**src/rtl/lzw_ram.sv**
```systemverilog
`timescale 1ns / 1ps
`default_nettype none

module lzw_ram #(
  parameter int WIDTH = 8,
  parameter int DEPTH = 256,
  localparam int AW   = (DEPTH > 1) ? $clog2(DEPTH) : 1
) (
  input  wire logic             clk_i,
  input  wire logic             we_i,
  input  wire logic [AW-1:0]    waddr_i,
  input  wire logic [WIDTH-1:0] wdata_i,
  input  wire logic [AW-1:0]    raddr_i,
  output logic      [WIDTH-1:0] rdata_o
);

  logic [WIDTH-1:0] mem_q [DEPTH];
  logic [WIDTH-1:0] rdata_q;

  always_ff @(posedge clk_i) begin
    if (we_i) begin
      mem_q[waddr_i] <= wdata_i;
    end
    rdata_q <= mem_q[raddr_i];
  end

  assign rdata_o = rdata_q;

endmodule

`default_nettype wire

```
**config.mk**
```make
export PLATFORM = sky130hd
export DESIGN_NAME = lzw_ram
export DESIGN_NICKNAME = d
export VERILOG_FILES = /design/src/rtl/lzw_ram.sv
export SDC_FILE = /design/constraint.sdc
export NUM_CORES = 2
export LEC_CHECK = 0
export ABC_CLOCK_PERIOD_IN_PS = 2700
export BUFFER_PORTS_ARGS = -buffer_cell sky130_fd_sc_hd__buf_4
export CAP_MARGIN = 20
export CORE_AREA = 3 3 425 427
export CTS_CLUSTER_SIZE = 16
export DETAILED_ROUTE_END_ITERATION = 8
export DIE_AREA = 0 0 428 430
export PLACE_DENSITY = 0.59
export SYNTH_ARGS = -nofsm -noshare
export SYNTH_HDL_FRONTEND = slang
export SYNTH_SLANG_ARGS = --single-unit
```
**constraint.sdc**
```tcl
create_clock -name clk_i -period 2.7 [get_ports clk_i]
set_clock_uncertainty 0.15 [all_clocks]
set_input_delay 0.405 -clock clk_i [delete_from_list [all_inputs] [get_ports clk_i]]
set_output_delay 0.405 -clock clk_i [all_outputs]
set_load 0.01 [all_outputs]
```
==> flow_summary.yaml <==
yosys:
  ys_seq_elements: 2056
  yosysTopAreaCell: "edfxtp_1"
  synth.net_count: 3759
  synth_area_per_cell_um2: 21.31
  yosysWarningCount: 0
  synthArstFlopShare_pct: 0
  syn_area_um2: 79560
  synth_cells: 3733
  synth-seq-area-share_pct: 77.50
  synthTopCellsByArea: "edfxtp_1, mux4_2, mux2i_1"
  yosys.cell_types.count: 55
  synth-edff-count: 2048
  ys.flop_type: "edfxtp_1"
  synth_top_area_share_pct: 77.30
setup_path:
  ff2ff_setup_slack_ns: 0.17
  timing.rr.start: "mem_q[87][4]"
  rr_endpoint: "rdata_o[4]"
  crit_type: "in -> reg"
  cp_max_fo: 23
  end_kind: "flip-flop"
  worst_ep_required_time_ns: 3.26
  r2r_cells: 5
  crit_start: "raddr_i[0]"
  cp.arrival_ns: 3.12
  crit_path_start_kind: "input pin"
sta:
  final.setup.tns_ns: 0
  setup_viol: 0
  slew_headroom_pct: 39.16
  slew_viol_final: 0
  finalHoldViolCount: 0
  min_period_ns: 2.558
  whs_ns: 0.1074
  rsz0062_at_grt: "no"
  fmax_mhz: 391.0
  min_period_over_period_pct: 94.73
  worst_pin_slew_ns: 0.9126
placement:
  place_area_um2: 88320
  gp_congestion: 0.8667
  hpwlAfterDp_um: 138400
  dp_cells: 6645
  portBuffers: 33
finish:
  stdcell_count: 7023
  final_layout_size_suffix_gt1_share_pct: 33.62
  nets: 4544
  finish.instance_area_um2: 95130
  syn_to_final_growth_pct: 19.58
  final_cell_mix: "edfxtp_1, buf_4, mux4_2"
  mostFrequentLayoutCell: "edfxtp_1"
  final_core_util_pct: 53.90
drt:
  antenna_left: 0
  vias: 41120
  wl_per_cell_um: 29.74
  route.detailed.drc: 0
  firstDrtPassIters: 5
  wirelength_um: 208800
  via_per_inst: 5.855
  drt_iter0_drc: 5002
worst_hold_path:
  hold_class: "in -> reg"
  hp-start: "waddr_i[2]"
  holdPathStages: 4
  whs_endpoint: "mem_q[173][3]"
clock_tree:
  path_clk_slew_ns: 0.06
  cts_setup_buffers: 0
  root_buffer: "clkbuf_16"
  cts_max_path_buffers: 3
  cts_num_sinks: 2056
  cts_tree: "yes"
  h-tree-depth: 4
  numCtsBuffers: 203
  clk_latency_ns: 0.85
floorplanning:
  ios: 34
  die_h_um: 430
  die_area_um2: 184000
  core_um2: 176500
  dieWidth_um: 428
  start_util_pct: 45.07
  rows: 154
power_and_ir_drop:
  cellPowerDensity_nw_per_um2: 706.7
  ir_drop_mv: 0.5559
  p_leak_nw: 31.00
global_routing:
  grt_pass1_wl_um: 301000
  grt_max_degree: 85
  grt_overflow: 0
  grt_pass1_vias: 41160
  antenna_found_initial: 9
  grt.total_usage_pct: 22.71
run:
  drv_cap: 0
status:
  run_status: "completed"
==> worst max-delay path, cell delays in order <==
cell and delay (ns):
buf_8 0.25, buf_12 0.24, buf_12 0.24, mux4_2 0.56, o311ai_1 0.32, o22ai_1 0.26
nor4_2 0.46, buf_4 0.22, nor4_2 0.05
==> synthesized netlist by cell type, drive strengths merged (14+ instances only) <==
master  count
o22ai      28
edfxtp   2048
a21oi      96
nor4       27
nor2      282
nand3      34
a211oi     16
buf       122
nand2      33
mux4      456
nor3       22
mux2i     134
a221oi     14
o221ai     47
a22oi     133
nor2b      31
clkbuf    111
==> worst max path at each step <==
stage | endpoint | cells past startpoint
2_1_floorplan | rdata_o[2] | 9
3_3_place_gp | rdata_o[2] | 12
3_5_place_dp | rdata_o[2] | 12
4_1_cts | rdata_o[4] | 9
5_1_grt | rdata_o[6] | 9
6_report | rdata_o[6] | 9
==> metrics by stage <==
stage	power, W	worst slack [ns]
finish	0.06723	0.1422
CTS	0.06772	0.01119
floorplan	0.03760	0.2071
global route	0.06927	0.04821
global placement	0.03980	-1.272
detailed placement	0.03983	-1.201
==> report_power, final <==
group | total [W] | internal (W) | switching (W) | leakage [nW]
clock network | 0.0281 | 0.0160 | 0.0121 | 3.22
registers | 0.0353 | 0.0352 | 0.0000773 | 18.5
logic | 0.00390 | 0.00162 | 0.00228 | 9.31
total | 0.0672 | 0.0528 | 0.0145 | 31.0
==> state kept, by name, indices dropped and copies added, names as in the netlist <==
name,flops
rdata_o,8
mem_q,2048
==> routing by layer <==
layer,global-route usage [%],vias to the layer above,share of wire (%)
met3,4.659,258,8.0
met4,5.832,0,2.2
li1,-,17250,-
met5,0,-,0
met1,32.83,21940,42
met2,35.60,1665,48
==> kinds of logic (layout without fill, tap and decap cells) <==
| kind of cell | Yosys count | in the layout | synth area share [%] |
|---|---|---|---|
| AO/OA/AOI/OAI | 385 | 385 | 3.419 |
| buffers and inverters | 235 | 1181 | 1.831 |
| flip-flops | 2056 | 2056 | 77.50 |
| multiplexers | 591 | 591 | 14.62 |
| other | 0 | 4 | 0 |
| AND/OR/NAND/NOR | 466 | 466 | 2.628 |
==> area by class of cell <==
class,count,area [um^2]
inverters,2,7.507
multi-input cells,1442,16590
clock inverters,128,1439
well taps,2340,2928
fillers,13640,81370
flip-flops and latches,2056,61660
clock buffers,238,5211
diodes,4,10.01
repair buffers,813,7291
==> what timing repair did <==
item / 4_1_cts / 5_1_grt
endpoints found under the setup margin: 3 / 6
endpoints found under the hold margin: 363 / 0
gates resized for setup: 5 / 9
pin swaps: 0 / 1
hold buffers: 8 / 0
gates cloned: 0 / 0
Note: power is estimated with default switching activity, not from simulation.
