[src/rtl/lzw_pkg.sv]
`timescale 1ns / 1ps
`default_nettype none

package lzw_pkg;

  localparam int MAX_CODES  = 4096;
  localparam int FIRST_CODE = 256;
  localparam int SYM_W      = 8;
  localparam int OUT_CODE_W = 12;
  localparam int CODE_W     = $clog2(MAX_CODES);
  localparam int NF_W       = CODE_W + 1;
  localparam int DICT_DEPTH = MAX_CODES - FIRST_CODE;
  localparam int DICT_AW    = $clog2(DICT_DEPTH);
  localparam int HT_AW      = CODE_W + 1;
  localparam int HT_DEPTH   = 2 ** HT_AW;

  typedef logic [CODE_W-1:0]     code_t;
  typedef logic [NF_W-1:0]       nf_t;
  typedef logic [SYM_W-1:0]      sym_t;
  typedef logic [HT_AW-1:0]      slot_t;
  typedef logic [DICT_AW-1:0]    dict_addr_t;
  typedef logic [OUT_CODE_W-1:0] out_code_t;

  typedef struct packed {
    code_t prefix;
    sym_t  sym;
    slot_t slot;
  } dict_entry_t;

  localparam int DICT_ENTRY_W = $bits(dict_entry_t);

  typedef struct packed {
    logic live;
    logic hit;
  } probe_t;

  typedef enum logic [2:0] {
    ST_CLEAR,
    ST_IDLE,
    ST_DICT_RD,
    ST_CHECK,
    ST_EMIT_MISS,
    ST_EMIT_EOB
  } state_e;

  function automatic slot_t hash_slot(code_t prefix, sym_t sym);
    return slot_t'(prefix) ^ (slot_t'(sym) << (HT_AW - SYM_W));
  endfunction

endpackage

`default_nettype wire

[src/rtl/lzw_probe.sv]
`timescale 1ns / 1ps
`default_nettype none

// Slot is live only if its code is allocated and that code points back here.
module lzw_probe (
  input  wire lzw_pkg::dict_entry_t entry_i,
  input  wire lzw_pkg::code_t       code_i,
  input  wire lzw_pkg::slot_t       slot_i,
  input  wire lzw_pkg::code_t       prefix_i,
  input  wire lzw_pkg::sym_t        sym_i,
  input  wire lzw_pkg::nf_t         next_free_i,
  output lzw_pkg::probe_t           probe_o
);

  logic in_range;
  logic live;

  assign in_range = (code_i >= lzw_pkg::code_t'(lzw_pkg::FIRST_CODE)) &&
                    (lzw_pkg::nf_t'(code_i) < next_free_i);
  assign live     = in_range && (entry_i.slot == slot_i);

  assign probe_o.live = live;
  assign probe_o.hit  = live && (entry_i.prefix == prefix_i) && (entry_i.sym == sym_i);

endmodule

`default_nettype wire

[config.mk]
export PLATFORM = sky130hd
export DESIGN_NAME = lzw_probe
export DESIGN_NICKNAME = d
export VERILOG_FILES = /design/src/rtl/lzw_pkg.sv /design/src/rtl/lzw_probe.sv
export SDC_FILE = /design/constraint.sdc
export NUM_CORES = 1
export LEC_CHECK = 0
export ABC_AREA = 1
export CORE_MARGIN = 5
export CORE_UTILIZATION = 25
export DETAILED_ROUTE_END_ITERATION = 7
export DONT_BUFFER_PORTS = 1
export GPL_TIMING_DRIVEN = 1
export PLACE_DENSITY_LB_ADDON = 0.15
export SETUP_SLACK_MARGIN = 0.15
export SLEW_MARGIN = 5
export SYNTH_ARGS = -nofsm -noshare
export SYNTH_HDL_FRONTEND = slang
export SYNTH_SLANG_ARGS = --single-unit
[constraint.sdc]
create_clock -name vclk -period 2.2
set_input_delay 0.11 -clock vclk [all_inputs]
set_output_delay 0.11 -clock vclk [all_outputs]
set_load 0.01 [all_outputs]
==> flow_summary.yaml, run 1 <==
routing:
  wirelength_um: 2140
  num_vias: 848
  ant_nets: 0
  wl_per_cell_um: 10.9
  viasPerCell: 4.35
  drtIter0Drc: 11
  first_pass_iters: 2
  drc: 0
timing:
  worstMarginPinSlew_ns: 0.155
  hold_violations: 0
  setup_tns_ns: 0
  finalCriticalPeriod_ns: 1.25
  relSlewSlack_pct: 89.6
  max_freq_mhz: 800
  setup_violations: 0
  slew_viol_final: 0
  period_share_pct: 56.8
  rsz0062_at_grt: "false"
die:
  rows: 20
  coreArea_um2: 3100
  start_util_pct: 26.5
  io-pin-count: 93
  die_w_um: 67.4
  chipHeight_um: 67.4
  die_area_um2: 4540
layout:
  design.seq.count: 0
  register_area_um2: 0
  nNetsFinal: 255
  n_antenna_cell: 0
  drive_above_1_share_pct: 1.99
  nClkBuffers: 0
  syn_to_final_growth_pct: 5.78
  fillers: 372
  post-route-util_pct: 28.1
critical_path:
  worstPathRequired_ns: 2.09
  worstSetupStartpoint: "next_free_i[11]"
  cp.arrival_ns: 1.14
  start_kind: "input port"
  critPathKind: "in -> out"
  crit_path_end_kind: "primary output"
  crit_fanout: 3
synth:
  synth_nets: 254
  yosysUniqueCellTypes: 17
  ys_top_cells_by_area: "nand2_1 20%, ha_1 17%, inv_1 16%, xnor2_1 16%, xor2_1 8.5%"
  syn_inst: 152
  synth_top_area_share_pct: 19.6
  ys_seq_area_share_pct: 0
  yosysWarningCount: 0
  synth_area_per_cell_um2: 5.42
  synth_area_um2: 823
  yosysTopAreaCell: "nand2_1"
min_path:
  hold_end: "probe_o[0]"
  min_path_cells: 5
  min_path_type: "in -> out"
  hold_start: "entry_i[16]"
clock_network:
  cts_resized: 0
  cts_hold_buf: 0
  post-cts-setup-buffer-count: 0
power_and_ir_drop:
  seq_power_share_pct: 0
  vdd_drop_max_mv: 0.0387
  switchingPower_mw: 0.0541
  internal-power_mw: 0.0620
  combPwrFrac_pct: 100.0
  p_clk_share_pct: 0
  leakagePower_nw: 0.515
  p_per_area_nw_per_um2: 133
  swShare_pct: 46.6
  p_total_mw: 0.116
global_routing:
  antenna_found_initial: 0
  grt-ovfl-total: 0
  grt_pass1_vias: 782
  track_usage_pct: 7.95
  grt_first_pass_wirelength_um: 2930
  grt_start_max_net_pins: 5
placement:
  port_buffers: 0
  place_congestion: 0.616
  dpl.hpwl_um: 2140
job:
  max_cap_violations: 0
outcome:
  run_status: "finished clean"
-- synthesized netlist by cell type, drive strengths merged --
master	number
a21oi	3
xnor2	15
nand2	43
or2	1
clkinv	2
buf	1
o21bai	1
ha	11
xor2	8
o21ai	2
inv	36
nor3	2
nor2	16
nand3	6
nand4	5
-- worst max-delay path, stage by stage --
cell and delay, ns:
inv_1 0.02, ha_1 0.30, nand3_1 0.08, o21ai_0 0.07
nor2_1 0.12, nand3_1 0.08, nor2_1 0.09, nand2_1 0.11
nor2_2 0.16
-- cells by family (layout without fill, tap and decap cells) --
kind of cell    after synthesis  after routing  share of synthesized area [%]
simple gates                 73             73                           36.6
buf+inv                      39             38                           18.2
xor+xnor                     23             23                           24.5
fa+ha+maj                    11             11                           16.7
compound gates                6              6                           3.95
-- worst max path at each step --
stage	end	slack [ns]	depth (start not counted)
2_1_floorplan	probe_o[1]	1.05	12
3_3_place_gp	probe_o[0]	0.97	11
3_5_place_dp	probe_o[0]	0.94	11
4_1_cts	probe_o[0]	0.93	11
5_1_grt	probe_o[0]	0.83	11
6_report	probe_o[0]	0.95	9
-- layout by cell type (no fill, tap or decap), types with 3 or more instances in the layout --
cell type  count
inv_1         35
xnor2_1       15
xor2_1         8
nand3_1        6
ha_1          11
nand2_1       43
a21oi_1        3
nand4_1        5
nor2_1        15
-- cell type report --
type                       count  area [µm²]  area share, %
tap                           44        55.1           6.32
multi-input combinational    113         673           77.3
inverter                      38         143           16.4
-- metal layers --
layer	up-vias	share of wire [%]	global-route usage (%)	wire [µm]
met1	336	32	7.87	692
met3	0	16	1.66	345
met2	61	51	17.3	1100
li1	451	-	-	-
met4	0	0	0	0
met5	-	0	0	0
-- power groups by stage --
stage          clock (mW)  combinational [mW]  sequential (mW)
5_1_grt                 0               0.137                0
3_5_place_dp            0               0.118                0
6_report                0               0.116                0
2_1_floorplan           0               0.102                0
3_3_place_gp            0               0.115                0
4_1_cts                 0               0.119                0
-- through the flow --
| stage | cells | hold WS, ns | setup slack [ns] | instance area [µm²] |
|---|---|---|---|---|
| after floorplan | 152 | 0.464 | 1.05 | 823 |
| after global placement | 195 | 0.520 | 0.968 | 871 |
| after detailed placement | 195 | 0.533 | 0.940 | 871 |
| after CTS | 195 | 0.536 | 0.932 | 871 |
| after global routing | 195 | 0.548 | 0.829 | 871 |
| final | 195 | 0.512 | 0.949 | 871 |
(Power assumes the default switching activity.)
==> run 2, diff against run 1 <==
==> constraint.sdc (replaced) <==
create_clock -name vclk -period 1.1
set_input_delay 0.055 -clock vclk [all_inputs]
set_output_delay 0.055 -clock vclk [all_outputs]
set_load 0.01 [all_outputs]
==> run 2 against run 1 <==
  * Via count rose by 1.1%
  * Sequential share of layout area is the same
  * Combinational power grew to 2.6 times the previous value
  * Final cell count is 1.0% higher
  * Power rose to 2.6 times the previous value
  * Global-route usage increased by 0.069 points
  * Hold slack worse by 0.10 ns
  * Non-clock buffer count increased by 2
  * Largest power group unchanged
==> flow_summary.yaml, run 2 (synthesis results as in run 1) <==
outcome:
  run_status: "finished clean"
timing:
  period_share_pct: 88.4
  worstMarginPinSlew_ns: 0.173
  max_freq_mhz: 1030
  relSlewSlack_pct: 88.4
  rsz0062_at_grt: "true"
  setup_tns_ns: 0
  whs_ns: 0.410
  slew_viol_final: 0
  hold_violations: 0
  setup_violations: 0
  finalCriticalPeriod_ns: 0.972
die:
  die_w_um: 67.4
  io-pin-count: 93
  die_area_um2: 4540
  rows: 20
  coreArea_um2: 3100
  start_util_pct: 26.5
  chipHeight_um: 67.4
routing:
  drtIter0Drc: 15
  num_vias: 857
  wl_per_cell_um: 11.3
  ant_nets: 0
  first_pass_iters: 2
  wirelength_um: 2230
  drc: 0
  viasPerCell: 4.35
layout:
  design.seq.count: 0
  drive_above_1_share_pct: 22.2
  final_cells: 197
  syn_to_final_growth_pct: 28.6
  mostFrequentLayoutCells: "38 x nand2_1, 26 x inv_1, 15 x xnor2_1, 12 x nor2_1"
  final_common_cell: "nand2_1"
  nNetsFinal: 257
  fillers: 363
  n_antenna_cell: 0
  register_area_um2: 0
  nClkBuffers: 0
clock_network:
  cts_hold_buf: 0
min_path:
  hold_start: "entry_i[16]"
  min_path_cells: 5
  hold_end: "probe_o[0]"
  min_path_type: "in -> out"
global_routing:
  antenna_found_initial: 0
  grt-ovfl-total: 0
  grt_start_max_net_pins: 5
  grt_pass1_vias: 797
  grt_first_pass_wirelength_um: 3040
  track_usage_pct: 8.02
power_and_ir_drop:
  leakagePower_nw: 0.523
  p_total_mw: 0.305
  p_per_area_nw_per_um2: 288
  vdd_drop_max_mv: 0.106
job:
  max_cap_violations: 0
placement:
  place_inst: 197
  port_buffers: 0
  dpl.hpwl_um: 2090
  place_congestion: 0.704
critical_path:
  cp.arrival_ns: 0.92
  crit_path_end_kind: "primary output"
  critPathKind: "in -> out"
  worstPathRequired_ns: 1.04
  crit_fanout: 2
  start_kind: "input port"
==> run 2: final cells by class <==
cell class         instances  area, µm²  share of cell area, %
multi-input cells        113        821                   77.5
inverters                 38        168                   15.8
well taps                 44       55.1                   5.20
repair buffers             2       15.0                   1.42
==> run 2: per-layer routing <==
layer / track usage [%] / vias to the layer above / part of all wire (%)
met5: 0 / - / 0
met1: 8.96 / 362 / 32
met3: 1.50 / 0 / 11
met4: 0 / 0 / 0
met2: 16.3 / 40 / 57
li1: - / 455 / -
==> run 2: how the worst max path moves through the flow <==
stage                         start         end  slack (ns)  cells after the start
finish                   code_i[11]  probe_o[0]        0.13                      8
global route         next_free_i[4]  probe_o[0]        0.04                      9
CTS                       code_i[2]  probe_o[0]        0.08                     10
detailed placement  next_free_i[11]  probe_o[0]       0.006                      9
global placement     next_free_i[2]  probe_o[0]       0.008                     11
floorplan            next_free_i[2]  probe_o[1]        0.10                     12
==> run 2: critical path, cell delays in order <==
cell     delay [ns]
ha_4           0.22
nand3_2        0.07
o21ai_2        0.05
nor2_2         0.11
nand3_1        0.09
nor2_2         0.10
nand2_2        0.09
nor2_4         0.12
==> run 2: timing repair <==
| action | in CTS | in global routing |
|---|---|---|
| gates resized for setup | 17 | 6 |
| endpoints found under the setup margin | 2 | 2 |
| pin swaps | 24 | 7 |
| cloned | 0 | 0 |
| setup buffers | 0 | 0 |
==> run 2: through the flow <==
stage	utilization (%)	instance area [µm²]	setup WS [ns]
final	34.1	1060	0.128
after global placement	31.4	975	0.00773
after floorplan	-	916	0.101
after CTS	33.5	1040	0.0773
after global routing	34.1	1060	0.0430
after detailed placement	31.4	975	0.00579
==> run 2: where the power goes <==
group	total, mW	switching (mW)	internal, mW
combinational	0.305	0.133	0.172
clock	0	0	0
sequential	0	0	0
==> run 3, diff against run 2 <==
--- a/config.mk
+++ b/config.mk
@@ -5,7 +5,6 @@
 export SDC_FILE = /design/constraint.sdc
 export NUM_CORES = 1
 export LEC_CHECK = 0
-export ABC_AREA = 1
 export CORE_MARGIN = 5
 export CORE_UTILIZATION = 25
 export DETAILED_ROUTE_END_ITERATION = 7
==> run 3 against run 2 <==
  * The flow now finishes with violations (negative setup slack)
  * Final area shrank 9.9%
  * Via count shrank 25%
  * Sequential share of layout area is the same
  * Final cell count shrank 40%
  * Flip-flop and latch count is the same
  * Combinational power grew 3%
  * Non-clock buffer count grew 2
  * Critical path type unchanged
  * Largest power group unchanged
==> flow_summary.yaml, run 3 <==
outcome:
  run_status: "complete, but fails checks"
  violations: "negative setup slack"
routing:
  drtIter0Drc: 5
  ant_nets: 0
  drc: 0
  wirelength_um: 1930
  wl_per_cell_um: 16.2
  num_vias: 643
  first_pass_iters: 2
  viasPerCell: 5.40
synth:
  yosys.area_share.simple_pct: 13.5
  ys_seq_area_share_pct: 0
  yosys-mux-area-fraction_pct: 0
  synth_top_family_by_area: "XOR/XNOR gates"
  yosysWarningCount: 0
  syn_inst: 86
  yosysTopAreaCell: "xnor2_1"
  synth.most_common_cell: "xnor2_1"
  synth_area_um2: 676
  synth_nets: 188
  synth_compound_area_share_pct: 14.4
  synth-xor-area-share_pct: 43.9
  ys_top_cells_by_area: "xnor2_1 25%, ha_1 20%, xor2_1 17%, inv_1 6.7%, nand4_1 3.7%"
  synth_top_area_share_pct: 24.6
  synth_top_cells_by_count: "19 x xnor2_1, 13 x xor2_1, 12 x inv_1"
  yosysUniqueCellTypes: 25
  synth_area_per_cell_um2: 7.86
  synth_fa_ha_area_share_pct: 20.4
placement:
  place_inst: 119
  place_area_um2: 930
  dpl.hpwl_um: 1960
  place_congestion: 0.719
  post-place-ws_ns: -0.239
  port_buffers: 0
min_path:
  min_path_type: "in -> out"
layout:
  syn_to_final_growth_pct: 41.1
  mostFrequentLayoutCells: "19 x xnor2_1, 13 x xor2_1, 7 x ha_4, 6 x inv_1"
  final_cells: 119
  register_area_um2: 0
  post-route-util_pct: 37.8
  design.seq.count: 0
  n_antenna_cell: 0
  final_common_cell: "xnor2_1"
  drive_above_1_share_pct: 33.7
  nNetsFinal: 193
  nClkBuffers: 0
  final_cell_area_um2: 953
timing:
  fin_ws_ns: -0.128
  worstMarginPinSlew_ns: 0.423
  period_share_pct: 112
  whs_ns: 0.426
  setup_tns_ns: -0.245
  slew_viol_final: 0
  hold_violations: 0
  rsz0062_at_grt: "true"
  relSlewSlack_pct: 71.5
  finalCriticalPeriod_ns: 1.23
  setup_violations: 2
  max_freq_mhz: 814
die:
  die_w_um: 62.0
  die_area_um2: 3840
  coreArea_um2: 2520
  io-pin-count: 93
  chipHeight_um: 62.0
  start_util_pct: 26.8
  rows: 18
critical_path:
  start_kind: "input port"
  worstPathRequired_ns: 1.04
  critPathKind: "in -> out"
  cp.arrival_ns: 1.17
  crit_fanout: 2
  crit_path_end_kind: "primary output"
power_and_ir_drop:
  leakagePower_nw: 0.327
  vdd_drop_max_mv: 0.127
  p_total_mw: 0.314
  p_per_area_nw_per_um2: 330
global_routing:
  grt_pass1_vias: 741
  grt_first_pass_wirelength_um: 2840
  grt-ovfl-total: 0
  antenna_found_initial: 0
  track_usage_pct: 9.37
  grt_start_max_net_pins: 3
job:
  max_cap_violations: 0
clock_network:
  post-cts-setup-buffer-count: 0
run 3: cell types whose count changed in the layout (fill, tap and decap cells not counted), sizes merged, moves of 3 or more:
cell   delta
inv      -24
nand2    -42
nand3     -4
nor2     -13
nor4      +3
xnor2     +5
xor2      +5
run 3: final timing paths:
| kind | startpoint | to | depth (start not counted) |
|---|---|---|---|
| setup / recovery | next_free_i[11] | probe_o[0] | 8 |
| hold / removal | entry_i[15] | probe_o[0] | 5 |
run 3: power breakdown:
group          switching (mW)  total (mW)  internal (mW)  leakage [nW]
Sequential                  0           0              0             0
Clock                       0           0              0             0
Combinational           0.125       0.314          0.189         0.327
run 3: cells by family after synthesis:
group,Yosys count
compound gates,12
xor+xnor,33
fa+ha+maj,11
buf+inv,13
simple gates,17
run 3: metal layers:
layer / vias up / track usage (%) / routed length [µm]
li1: 308 / - / -
met1: 279 / 8.55 / 612
met3: 0 / 1.86 / 259
met5: - / 0 / 0
met2: 56 / 21.3 / 1060
met4: 0 / 0 / 0
run 3: area by class of cell:
class,instances,area (µm²)
Tap cell,30,37.5
Timing Repair Buffer,4,30.0
Multi-Input combinational cell,73,806
Inverter,12,80.1
Fill cell,278,1570
run 3: worst max-delay path: stages:
cell,delay [ns]
inv_8,0.01
ha_4,0.21
nor2b_4,0.13
buf_4,0.13
a31oi_1,0.18
buf_4,0.15
o41ai_4,0.07
nor3_2,0.24
run 3: repair_timing:
| item | 4_1_cts | 5_1_grt |
|---|---|---|
| resized for setup | 4 | 0 |
| endpoints found under the setup margin | 2 | 2 |
| hold buffers | 0 | 0 |
| pin swaps | 3 | 0 |
